==> src/rtl/core/flba_pkg.sv <==
// Shared types, codes and constants of the free-list block allocator.
`timescale 1ns / 1ps

package flba_pkg;

    // Default pool size.
    localparam int NBLOCKS_DEFAULT = 256;

    // Configuration port.
    localparam int  PADDR_W           = 3;
    localparam int  PDATA_W           = 32;
    localparam logic REG_POOL_COUNT   = 1'b0;
    localparam logic [8:0] POOL_COUNT_RESET = 9'd256;

    // Request actions.
    localparam logic [1:0] ACT_ALLOC   = 2'd0;
    localparam logic [1:0] ACT_FREE    = 2'd1;
    localparam logic [1:0] ACT_REBUILD = 2'd2;
    localparam logic [1:0] ACT_INIT    = 2'd3;

    // Result status codes.
    localparam logic [1:0] ST_OK       = 2'd0;
    localparam logic [1:0] ST_EMPTY    = 2'd1;
    localparam logic [1:0] ST_BADINDEX = 2'd2;

    typedef enum logic [1:0] {
        S_IDLE,
        S_EXEC,
        S_REBUILD,
        S_FINISH
    } state_t;

    // Controller to datapath.
    typedef struct packed {
        logic latch;      // capture the request and read the head link
        logic commit_op;  // complete an allocate or a free
        logic rb_start;   // clear the rebuild walk index
        logic rb_step;    // write one link of the rebuilt list
        logic commit_rb;  // complete a rebuild or init
    } ctrl_cmd_t;

    // Datapath to controller.
    typedef struct packed {
        logic is_rebuild;
        logic count_zero;
        logic rb_last;
        logic slot_free;
    } ctrl_sts_t;

endpackage

==> src/rtl/core/flba_ram.sv <==
// Generic simple dual-port RAM with registered read.
`timescale 1ns / 1ps

module flba_ram #(
    parameter int WIDTH = 9,
    parameter int DEPTH = 256
) (
    input  logic                                   clk,
    input  logic                                   we,
    input  logic [(DEPTH > 1 ? $clog2(DEPTH) : 1)-1:0] waddr,
    input  logic [WIDTH-1:0]                       wdata,
    input  logic                                   re,
    input  logic [(DEPTH > 1 ? $clog2(DEPTH) : 1)-1:0] raddr,
    output logic [WIDTH-1:0]                       rdata
);

    logic [WIDTH-1:0] mem [DEPTH];
    logic [WIDTH-1:0] rdata_reg;

    always_ff @(posedge clk)
    begin
        if (we)
        begin
            mem[waddr] <= wdata;
        end
        if (re)
        begin
            rdata_reg <= mem[raddr];
        end
    end

    assign rdata = rdata_reg;

endmodule

==> src/rtl/core/flba_ctrl.sv <==
// Sequencing state machine of the free-list block allocator.
`timescale 1ns / 1ps

module flba_ctrl (
    input  logic                clk,
    input  logic                rst_n,
    input  logic                s_tvalid,
    output logic                s_tready,
    input  flba_pkg::ctrl_sts_t sts,
    output flba_pkg::ctrl_cmd_t cmd
);

    flba_pkg::state_t state_reg;
    flba_pkg::state_t state_next;

    always_ff @(posedge clk or negedge rst_n)
    begin
        if (!rst_n)
        begin
            state_reg <= flba_pkg::S_IDLE;
        end
        else
        begin
            state_reg <= state_next;
        end
    end

    // Next state.
    always_comb
    begin
        state_next = state_reg;
        unique case (state_reg)
            flba_pkg::S_IDLE:
            begin
                if (s_tvalid)
                begin
                    state_next = flba_pkg::S_EXEC;
                end
            end
            flba_pkg::S_EXEC:
            begin
                if (sts.is_rebuild)
                begin
                    state_next = sts.count_zero ? flba_pkg::S_FINISH : flba_pkg::S_REBUILD;
                end
                else if (sts.slot_free)
                begin
                    state_next = flba_pkg::S_IDLE;
                end
            end
            flba_pkg::S_REBUILD:
            begin
                if (sts.rb_last)
                begin
                    state_next = flba_pkg::S_FINISH;
                end
            end
            flba_pkg::S_FINISH:
            begin
                if (sts.slot_free)
                begin
                    state_next = flba_pkg::S_IDLE;
                end
            end
            default:
            begin
                state_next = flba_pkg::S_IDLE;
            end
        endcase
    end

    // Outputs.
    always_comb
    begin
        s_tready = 1'b0;
        cmd      = '0;
        unique case (state_reg)
            flba_pkg::S_IDLE:
            begin
                s_tready  = 1'b1;
                cmd.latch = s_tvalid;
            end
            flba_pkg::S_EXEC:
            begin
                if (sts.is_rebuild)
                begin
                    cmd.rb_start = 1'b1;
                end
                else
                begin
                    cmd.commit_op = sts.slot_free;
                end
            end
            flba_pkg::S_REBUILD:
            begin
                cmd.rb_step = 1'b1;
            end
            flba_pkg::S_FINISH:
            begin
                cmd.commit_rb = sts.slot_free;
            end
            default:
            begin
                cmd = '0;
            end
        endcase
    end

endmodule

==> src/rtl/core/flba_dp.sv <==
// Datapath: list head, counters, link memory and result register.
`timescale 1ns / 1ps

module flba_dp #(
    parameter int NBLOCKS = flba_pkg::NBLOCKS_DEFAULT
) (
    input  logic                clk,
    input  logic                rst_n,
    input  flba_pkg::ctrl_cmd_t cmd,
    output flba_pkg::ctrl_sts_t sts,
    input  logic [1:0]          in_action,
    input  logic [7:0]          in_index,
    input  logic [8:0]          pool_count,
    output logic                out_valid,
    input  logic                out_ready,
    output logic [1:0]          out_status,
    output logic [7:0]          out_granted,
    output logic [8:0]          out_free,
    output logic [31:0]         out_alloc,
    output logic [31:0]         out_release
);

    localparam int IDX_W  = (NBLOCKS > 1) ? $clog2(NBLOCKS) : 1;
    localparam int LINK_W = $clog2(NBLOCKS + 1);
    localparam int CMP_W  = (LINK_W > 9) ? LINK_W : 9;
    localparam logic [LINK_W-1:0] NULL_LINK = LINK_W'(NBLOCKS);
    localparam logic [CMP_W-1:0]  MAX_CMP   = CMP_W'(NBLOCKS);

    // Request held while it is worked on.
    logic [1:0]        action_reg;
    logic [7:0]        index_reg;

    logic [LINK_W-1:0] head_reg,    head_next;
    logic [LINK_W-1:0] free_reg,    free_next;
    logic [31:0]       alloc_reg,   alloc_next;
    logic [31:0]       rel_reg,     rel_next;
    logic [IDX_W-1:0]  rb_idx_reg,  rb_idx_next;
    logic              valid_reg,   valid_next;

    logic [1:0]        status_reg;
    logic [7:0]        granted_reg;
    logic [8:0]        free_out_reg;
    logic [31:0]       alloc_out_reg;
    logic [31:0]       rel_out_reg;

    logic [1:0]        status_c;
    logic [7:0]        granted_c;

    logic [CMP_W-1:0]  eff_count;
    logic [CMP_W-1:0]  rb_succ;
    logic              head_null;
    logic              idx_bad;
    logic              rb_last;
    logic              load_out;

    logic              mem_we;
    logic [IDX_W-1:0]  mem_waddr;
    logic [LINK_W-1:0] mem_wdata;
    logic              mem_re;
    logic [LINK_W-1:0] mem_rdata;
    logic [LINK_W-1:0] link_next;

    flba_ram #(
        .WIDTH (LINK_W),
        .DEPTH (NBLOCKS)
    ) u_link_ram (
        .clk   (clk),
        .we    (mem_we),
        .waddr (mem_waddr),
        .wdata (mem_wdata),
        .re    (mem_re),
        .raddr (head_reg[IDX_W-1:0]),
        .rdata (mem_rdata)
    );

    // Effective count is the configured count clipped to the pool size.
    always_comb
    begin
        eff_count = (CMP_W'(pool_count) > MAX_CMP) ? MAX_CMP : CMP_W'(pool_count);
    end

    assign head_null = (head_reg >= NULL_LINK);
    assign idx_bad   = (CMP_W'(index_reg) >= eff_count);
    assign rb_succ   = CMP_W'(rb_idx_reg) + CMP_W'(1);
    assign rb_last   = (rb_succ >= eff_count);
    assign link_next = (mem_rdata >= NULL_LINK) ? NULL_LINK : mem_rdata;
    assign mem_re    = cmd.latch && !head_null;
    assign load_out  = cmd.commit_op || cmd.commit_rb;

    assign sts.is_rebuild = (action_reg == flba_pkg::ACT_REBUILD) ||
                            (action_reg == flba_pkg::ACT_INIT);
    assign sts.count_zero = (eff_count == '0);
    assign sts.rb_last    = rb_last;
    assign sts.slot_free  = !valid_reg || out_ready;

    always_comb
    begin
        head_next   = head_reg;
        free_next   = free_reg;
        alloc_next  = alloc_reg;
        rel_next    = rel_reg;
        rb_idx_next = rb_idx_reg;
        status_c    = flba_pkg::ST_OK;
        granted_c   = '0;
        mem_we      = 1'b0;
        mem_waddr   = '0;
        mem_wdata   = '0;

        if (cmd.commit_op)
        begin
            priority if (action_reg == flba_pkg::ACT_ALLOC)
            begin
                if (head_null)
                begin
                    status_c = flba_pkg::ST_EMPTY;
                end
                else
                begin
                    granted_c  = 8'(head_reg);
                    head_next  = link_next;
                    free_next  = (free_reg != '0) ? free_reg - LINK_W'(1) : free_reg;
                    alloc_next = alloc_reg + 32'd1;
                end
            end
            else
            begin
                if (idx_bad)
                begin
                    status_c = flba_pkg::ST_BADINDEX;
                end
                else
                begin
                    // Push: the freed block points at the old head.
                    mem_we    = 1'b1;
                    mem_waddr = IDX_W'(index_reg);
                    mem_wdata = head_reg;
                    head_next = LINK_W'(index_reg);
                    free_next = (free_reg < NULL_LINK) ? free_reg + LINK_W'(1) : free_reg;
                    rel_next  = rel_reg + 32'd1;
                end
            end
        end

        if (cmd.rb_start)
        begin
            rb_idx_next = '0;
        end

        if (cmd.rb_step)
        begin
            mem_we      = 1'b1;
            mem_waddr   = rb_idx_reg;
            mem_wdata   = rb_last ? NULL_LINK : LINK_W'(rb_succ);
            rb_idx_next = rb_idx_reg + IDX_W'(1);
        end

        if (cmd.commit_rb)
        begin
            head_next = (eff_count == '0) ? NULL_LINK : '0;
            free_next = LINK_W'(eff_count);
            if (action_reg == flba_pkg::ACT_INIT)
            begin
                alloc_next = '0;
                rel_next   = '0;
            end
        end
    end

    always_comb
    begin
        if (load_out)
        begin
            valid_next = 1'b1;
        end
        else if (out_ready)
        begin
            valid_next = 1'b0;
        end
        else
        begin
            valid_next = valid_reg;
        end
    end

    always_ff @(posedge clk or negedge rst_n)
    begin
        if (!rst_n)
        begin
            head_reg   <= NULL_LINK;
            free_reg   <= '0;
            alloc_reg  <= '0;
            rel_reg    <= '0;
            rb_idx_reg <= '0;
            valid_reg  <= 1'b0;
        end
        else
        begin
            head_reg   <= head_next;
            free_reg   <= free_next;
            alloc_reg  <= alloc_next;
            rel_reg    <= rel_next;
            rb_idx_reg <= rb_idx_next;
            valid_reg  <= valid_next;
        end
    end

    always_ff @(posedge clk)
    begin
        if (cmd.latch)
        begin
            action_reg <= in_action;
            index_reg  <= in_index;
        end
        if (load_out)
        begin
            status_reg    <= status_c;
            granted_reg   <= granted_c;
            free_out_reg  <= 9'(free_next);
            alloc_out_reg <= alloc_next;
            rel_out_reg   <= rel_next;
        end
    end

    assign out_valid   = valid_reg;
    assign out_status  = status_reg;
    assign out_granted = granted_reg;
    assign out_free    = free_out_reg;
    assign out_alloc   = alloc_out_reg;
    assign out_release = rel_out_reg;

endmodule

==> src/rtl/core/free_list_block_allocator.sv <==
// Top level of the free-list block allocator: request/result streams and register port.
`timescale 1ns / 1ps

// Buffer manager for a pool of NBLOCKS equal-sized blocks, named by index and
// kept on a last-in first-out free list whose links live in a link memory.
// Each request carries an action in s_tuser (allocate, free, rebuild, init) and
// a block index in s_tdata; each produces exactly one result with a status,
// the granted index, the free count and the two statistics counters. Allocate
// and free pass through S_IDLE, which accepts the request and reads the link at
// the list head, and S_EXEC, which updates the head and writes the link memory.
// Rebuild and init pass through S_IDLE (accept), S_EXEC (start the walk),
// S_REBUILD (skipped if count, the pool count register clipped to NBLOCKS, is
// zero; the single link memory write port relinks one block per cycle) and
// S_FINISH (set the head). The result sits in an output register, so the next
// request is accepted while a result still waits for m_tready; that request
// then holds until the result leaves. After reset the list is empty until a
// rebuild, init or free; the pool count (register 0, reset 256) should be written
// only while no request is in flight. There is no double-free check.

module free_list_block_allocator #(
    parameter int NBLOCKS = flba_pkg::NBLOCKS_DEFAULT
) (
    input  logic                          clk,
    input  logic                          rst_n,

    // Request stream
    input  logic                          s_tvalid,
    output logic                          s_tready,
    input  logic [7:0]                    s_tdata,   // [7:0] block_index
    input  logic [1:0]                    s_tuser,   // [1:0] action

    // Result stream
    output logic                          m_tvalid,
    input  logic                          m_tready,
    output logic [87:0]                   m_tdata,   // [7:0] granted_index, [16:8] free_blocks,
                                                     // [48:17] alloc_total, [80:49] free_total
    output logic [1:0]                    m_tuser,   // [1:0] status

    // Register port
    input  logic                          psel,
    input  logic                          penable,
    input  logic                          pwrite,
    input  logic [flba_pkg::PADDR_W-1:0]  paddr,
    input  logic [flba_pkg::PDATA_W-1:0]  pwdata,
    output logic [flba_pkg::PDATA_W-1:0]  prdata,
    output logic                          pready
);

    flba_pkg::ctrl_cmd_t cmd;
    flba_pkg::ctrl_sts_t sts;

    logic [8:0]  pool_count_reg;
    logic [8:0]  pool_count_next;
    logic        reg_hit;

    logic [8:0]  res_free;
    logic [31:0] res_alloc;
    logic [31:0] res_release;
    logic [7:0]  res_granted;

    // Register port: word address in paddr[2], byte offset ignored.
    assign pready  = 1'b1;
    assign reg_hit = (paddr[2] == flba_pkg::REG_POOL_COUNT);

    always_comb
    begin
        pool_count_next = pool_count_reg;
        if (psel && penable && pwrite && pready && reg_hit)
        begin
            pool_count_next = pwdata[8:0];
        end
    end

    always_ff @(posedge clk or negedge rst_n)
    begin
        if (!rst_n)
        begin
            pool_count_reg <= flba_pkg::POOL_COUNT_RESET;
        end
        else
        begin
            pool_count_reg <= pool_count_next;
        end
    end

    assign prdata = reg_hit ? flba_pkg::PDATA_W'(pool_count_reg) : '0;

    // Sequencer: one request at a time.
    flba_ctrl u_ctrl (
        .clk      (clk),
        .rst_n    (rst_n),
        .s_tvalid (s_tvalid),
        .s_tready (s_tready),
        .sts      (sts),
        .cmd      (cmd)
    );

    // List state, link memory and result register.
    flba_dp #(
        .NBLOCKS (NBLOCKS)
    ) u_dp (
        .clk         (clk),
        .rst_n       (rst_n),
        .cmd         (cmd),
        .sts         (sts),
        .in_action   (s_tuser),
        .in_index    (s_tdata),
        .pool_count  (pool_count_reg),
        .out_valid   (m_tvalid),
        .out_ready   (m_tready),
        .out_status  (m_tuser),
        .out_granted (res_granted),
        .out_free    (res_free),
        .out_alloc   (res_alloc),
        .out_release (res_release)
    );

    // Pack the result fields, lowest first, padded to whole bytes.
    assign m_tdata = {7'd0, res_release, res_alloc, res_free, res_granted};

endmodule

==> config.mk <==
export PLATFORM = sky130hd
export DESIGN_NAME = free_list_block_allocator
export DESIGN_NICKNAME = d
export VERILOG_FILES = /design/src/rtl/core/flba_pkg.sv /design/src/rtl/core/flba_ram.sv /design/src/rtl/core/flba_ctrl.sv /design/src/rtl/core/flba_dp.sv /design/src/rtl/core/free_list_block_allocator.sv
export SDC_FILE = /design/constraint.sdc
export NUM_CORES = 2
export LEC_CHECK = 0
export BUFFER_PORTS_ARGS = -buffer_cell sky130_fd_sc_hd__buf_2
export CAP_MARGIN = 20
export CORE_ASPECT_RATIO = 1.4
export CORE_UTILIZATION = 62
export DETAILED_ROUTE_END_ITERATION = 8
export PLACE_DENSITY = 0.77
export SLEW_MARGIN = 40
export SYNTH_ARGS = -nofsm -noshare
export SYNTH_HDL_FRONTEND = slang
export SYNTH_HIERARCHICAL = 1
export SYNTH_SLANG_ARGS = --single-unit
==> constraint.sdc <==
create_clock -name clk -period 15.2 [get_ports clk]
set_input_delay 0 -clock clk [delete_from_list [all_inputs] [get_ports clk]]
set_output_delay 0 -clock clk [all_outputs]
set_load 0.02 [all_outputs]
## After elaboration in Yosys (flattened, before gate mapping)

Memory sizes are Yosys's and may differ from the RTL's. A register that Yosys moved wholly into a read port is not among the register bits.
Cells that the tools add are included.

- $add $sub $neg: 6
- Equality and inequality tests: 9
- Bitwise operators: 3
- Magnitude comparators: 6
- Reduce and logical (&&, ||, !) cells: 19
- Muxes and demuxes: 61

Operator list:

| cell | count |
|---|---|
| 32-bit two-way mux | 10 |
| 9-bit two-way mux | 21 |
| 32-bit by 1-bit adder with 32-bit output, second input constant | 2 |
| 8-bit two-way mux | 6 |
| 9-bit greater-or-equal comparator, second input constant | 2 |
| 1-bit two-way mux | 16 |
| 2-bit two-way mux | 7 |
| 8-bit by 1-bit adder with 9-bit output, second input constant | 1 |
| 9-bit by 1-bit adder with 9-bit output, second input constant | 1 |
| 8-bit by 9-bit greater-or-equal comparator with 1-bit output | 1 |
| 9-bit greater-or-equal comparator | 1 |
| 9-bit > comparator, second input constant | 1 |
| 9-bit zero test | 1 |
| 9-bit less-than comparator, second input constant | 1 |
| 9-bit nonzero test | 1 |
| 9-bit by 1-bit subtractor with 9-bit output, second input constant | 1 |
| 8-bit by 1-bit adder with 8-bit output, second input constant | 1 |
| 2-bit == test, second input constant | 4 |
| 2-bit one-hot mux with 4 select lines | 1 |
| 3-bit by 2-bit != test with 1-bit output, second input constant | 2 |
| 2-bit nonzero test | 3 |
| 1-bit logical AND | 4 |
| 2-bit zero test | 2 |
| 2-bit != test, second input constant | 2 |
| 7 further kinds | 12 |

- Output and inout bits: 125
- Memory bits (writable): 2,304
- Memories kept: 1
- Logic and storage cells: 120
- Input bits: 52
- Register bits: 195

Memory list:

| name | depth | width | rd ports | clocked after memory_dff | write ports | line | text |
|---|---|---|---|---|---|---|---|
| u_dp.u_link_ram.mem | 256 | 9 | 1 | 1 | 1 | flba_ram.sv:17 | `logic [WIDTH-1:0] mem [DEPTH];` |

## Logic depth before layout (Yosys ltp)

- Word-level depth: 9
- Depth in mapped cells: 16
- Mapped depth without buffers: 12

## Hierarchy

The synthesis kept the hierarchy.

By module, submodules not included:

| module | sequential area each (um^2) | cells each | times used | area each (um^2) |
|---|---|---|---|---|
| flba_ram | 69,456.6 | 4,237 | 1 | 89,368.2 |
| flba_dp | 5,071.1 | 785 | 1 | 8,832.2 |
| free_list_block_allocator | 226.5 | 61 | 1 | 670.6 |
| flba_ctrl | 50.0 | 19 | 1 | 147.6 |

## Worst setup path after synthesis

No wires, ideal clock.

- Kind: register -> register
- Start point: register u_dp.action_reg[1]
- End point: memory u_dp.u_link_ram.mem[0][8] (data pin)
- Setup time: 1.730 ns
- Required time: 13.470 ns
- Arrival: 9.560 ns
- Setup slack: 3.910 ns
- Period minus slack after synthesis: 11.290 ns
- Stages on the path, launching flop included: 9
- Buffers on the path: 3
- Cell sequence: edfxtp_1 -> buf_6 -> dlygate4sd3_1 -> nor3_1 -> o21ai_1 -> a211oi_1 -> buf_2 -> a21oi_1 -> a31oi_1

RTL lines:

| item | line | text |
|---|---|---|
| from (decl) | flba_dp.sv:30 | `logic [1:0] action_reg;` |
| from (signal assigned) | flba_dp.sv:211 | `action_reg <= in_action;` |
| to (decl) | flba_ram.sv:17 |  |

## Worst setup path after layout

- Start point: register pool_count_reg[8]
- End point: memory u_dp.u_link_ram.mem[214][3] (enable)

- Elaborated cells on any way between the ends: 13
- Those cells by class: 2 x order compare; 11 x mux

RTL lines:

| item | line | text |
|---|---|---|
| from (decl) | free_list_block_allocator.sv:52 | `logic [8:0] pool_count_reg;` |
| from (signal assigned) | free_list_block_allocator.sv:78 | `pool_count_reg <= flba_pkg::POOL_COUNT_RESET;` |
| from (signal assigned) | free_list_block_allocator.sv:82 | `pool_count_reg <= pool_count_next;` |
| 9-bit > comparator | flba_dp.sv:79 | `eff_count = (CMP_W'(pool_count) > MAX_CMP) ? MAX_CMP : CMP_W'(pool_count);` |
| 9-bit two-way mux * | flba_dp.sv:79 |  |
| 8-bit by 9-bit greater-or-equal comparator with 1-bit output * | flba_dp.sv:83 | `assign idx_bad = (CMP_W'(index_reg) >= eff_count);` |
| 8-bit two-way mux * | flba_dp.sv:127 | `if (idx_bad)` |
| 8-bit two-way mux * | flba_dp.sv:111 | `priority if (action_reg == flba_pkg::ACT_ALLOC)` |
| 8-bit two-way mux * | flba_dp.sv:109 | `if (cmd.commit_op)` |
| 8-bit two-way mux * | flba_dp.sv:149 | `if (cmd.rb_step)` |
| named net u_dp.mem_waddr[4] | flba_dp.sv:57 | `logic [IDX_W-1:0] mem_waddr;` |

The timed path passes the listed nets; every way through them passes the cells marked *.

==> flow_metrics.py <==
metrics = {
    "finish": {
        "top_register": "u_dp/u_link_ram/mem",
        "layoutNonFillerInstCount": 7582,
        "drive_gt1_share_pct": 24.7,
        "final_util_pct": 69.1,
        "area_delta_synth_final_pct": 10.7,
        "final_cell_mix": "edfxtp_1, mux4_2, clkbuf_16",
        "largest_reg_flops": 2304,
        "nets": 5381,
        "fill_cells": 9202,
        "layout_commonest_cell": "edfxtp_1",
    },
    "synthesis": {
        "synth-edff-count": 2406,
        "synth.ff_latch_count": 2508,
        "async_flop_share_pct": 4.07,
        "synth.avg_cell_area_um2": 19.4,
        "yosysSeqAreaShare_pct": 75.5,
        "syn-instance-count": 5102,
        "yosys_warnings": 6,
        "yosys_most_used_dff": "edfxtp_1",
        "syn_area_um2": 99000,
        "synth.distinct_cells": 95,
    },
    "setup_path": {
        "cpMostUsedCell": "nand2_1",
        "critPathArrivalTime_ns": 6.51,
        "reg2reg_depth": 11,
        "rrSetupSlack_ns": 9.18,
        "crit_required_ns": 15.69,
        "crit_path_start_kind": "flip-flop",
        "reg2reg_from": "pool_count_reg[8]",
        "crit_start": "pool_count_reg[8]",
        "crit_path_end_kind": "flip-flop",
        "crit_chain": "clkinv_1, nand2_1, ha_1, a211oi_1, o32ai_1, a211oi_2, nand2_1, o21ai_1, nor2b_1, nand3_2, nor2_1",
        "rr_endpoint": "u_dp/u_link_ram/mem[214][3]",
        "endpoint": "u_dp/u_link_ram/mem[214][3]",
        "max_stage_delay_ns": 0.85,
        "slowest_stage": "nor2_1",
        "worstSetupPathType": "flip-flop to flip-flop",
        "cp_max_fo": 16,
    },
    "timing": {
        "worst_slack_ns": 9.18,
        "fmax_mhz": 166,
        "rsz0062_at_grt": "no",
        "finalMaxSlewViolations": 0,
        "tns_ns": 0,
        "slew_headroom_pct": 32.9,
        "worst_pin_slew_ns": 1.00,
        "finalCritPeriodShare_pct": 39.6,
        "hold_violations": 0,
        "clock_skew_ns": 0.0279,
        "setup_viol": 0,
        "fin_crit_ns": 6.02,
    },
    "floorplan": {
        "die_width_um": 340,
        "core_um2": 159000,
        "start_util_pct": 62.4,
        "die_height_um": 475,
        "dieArea_um2": 161000,
        "ioPinCount": 177,
        "row_count": 173,
    },
    "placed_design": {
        "place_ws_ns": 9.22,
        "port_buffers": 120,
        "dp_hpwl_um": 143000,
        "placed_cells": 7132,
        "place_congestion": 0.916,
    },
    "grt": {
        "grt_pass1_wl_um": 349000,
        "grt_usage_pct": 30.1,
        "antenna_found_initial": 4,
        "grt_max_degree": 126,
        "grt_pass1_vias": 52400,
        "grt-ovfl-total": 0,
    },
    "min_path": {
        "hold_depth": 4,
        "hp-class": "input port to flip-flop",
    },
    "clocking": {
        "cts_tree": "yes",
        "cts_buffers": 211,
        "cts_buffer_depth": 3,
        "post_cts_buffers": 0,
        "post_cts_resized": 0,
        "cts_root_buf": "clkbuf_16",
        "clock_latency_ns": 0.85,
        "htreeDepth": 4,
        "cts_sinks": 2508,
        "clkTransAtPathRegs_ns": 0.06,
    },
    "drt": {
        "drt-total-wl_um": 242000,
        "firstDrtPassIters": 9,
        "drt-wirelength-per-cell_um": 31.9,
        "drt-initial-drc-count": 6684,
        "viasPerCell": 6.86,
        "final_antenna_net_count": 0,
        "vias": 52000,
        "drcViolationCount": 0,
    },
    "run": {
        "drv_cap": 0,
    },
    "pwr": {
        "total_power_uw": 19100,
        "power.leakage_uw": 0.0340,
        "ir_worst_vdd_mv": 0.159,
        "powerDensity_nw_per_um2": 175,
    },
    "outcome": {
        "run_status": "complete, no violations",
    },
}
-- through the flow --
stage / hold slack, ns / instance area, µm²
global placement: 0.0813 / 101000
floorplan: -0.296 / 99100
global route: 0.0441 / 110000
CTS: 0.000506 / 109000
finish: 0.0374 / 110000
detailed placement: 0.0866 / 102000
-- report_power, final --
part           switching (µW)  internal [µW]  total, µW
sequential                178           8270       8450
combinational            3560           1860       5410
clock                    2410           2870       5280
total                    6140          13000      19100
-- kinds of logic after synthesis --
logic type / after synthesis / share of synthesized area (%)
AOI/OAI and AO/OA: 632 / 4.37
xor gates and xnor gates: 39 / 0.345
adders and majority gates: 22 / 0.278
buffers and inverters: 355 / 2.14
DFF: 2508 / 75.5
muxes: 699 / 13.2
other: 2 / 0.00758
and+or+nand+nor: 845 / 4.15
-- routing by layer --
metal	wire length [µm]	global-route usage, %	share of wire [%]	vias up
li1	-	-	-	21300
met1	81400	37.0	34	26800
met2	122000	50.4	50	3264
met3	22600	5.27	9.3	709
met4	15900	17.9	6.6	4
met5	23	0	0.0095	-
-- area by class of cell --
type | count | area [µm²] | area share, %
sequential | 2508 | 74800 | 68.3
multi-input combinational | 2268 | 23100 | 21.0
clock buffer | 255 | 5510 | 5.03
tap | 2100 | 2630 | 2.40
timing repair buffer | 295 | 2390 | 2.18
clock inverter | 131 | 1130 | 1.04
inverter | 23 | 87.6 | 0.0799
antenna | 2 | 5.00 | 0.00457
-- Yosys cell counts (all sizes together), types with 36 or more instances --
| cell type | instances | area, µm² |
|---|---|---|
| a22oi | 174 | 1310 |
| nand2 | 123 | 464 |
| nor2b | 37 | 234 |
| nand4 | 38 | 238 |
| nor4 | 36 | 253 |
| dfrtp | 100 | 2500 |
| nor2 | 372 | 1400 |
| clkbuf | 148 | 557 |
| mux2i | 184 | 1840 |
| buf | 181 | 1430 |
| o221ai | 37 | 330 |
| a21oi | 140 | 701 |
| nand3 | 69 | 345 |
| edfxtp | 2406 | 72200 |
| mux4 | 476 | 10800 |
| o22ai | 67 | 419 |
| o21ai | 64 | 320 |
| mux2 | 39 | 439 |
-- worst max-delay path, delay by kind of cell, from the launching register on --
family          cells  cell delay (ns)
fa+ha+maj           1             0.29
compound gates      4             1.80
buf+inv             1             0.30
simple gates        5             2.57
flops               1             0.66
-- worst min path at each step --
stage	startpoint	end	slack (ns)
global route	m_tready	u_dp/out_valid	0.04
detailed placement	rst_n	u_dp/alloc_reg[17]	0.09
finish	m_tready	u_dp/out_valid	0.04
floorplan	rst_n	pool_count_reg[0]	-0.30
global placement	rst_n	u_dp/alloc_reg[23]	0.08
CTS	m_tready	u_dp/out_valid	0.0005
-- what timing repair did --
| action | in CTS | in global routing |
|---|---|---|
| endpoints found under the hold margin | 132 | 0 |
| endpoints found under the setup margin | 0 | 0 |
| hold buffers | 52 | 0 |
No activity file was read; power rests on OpenSTA's default activity.
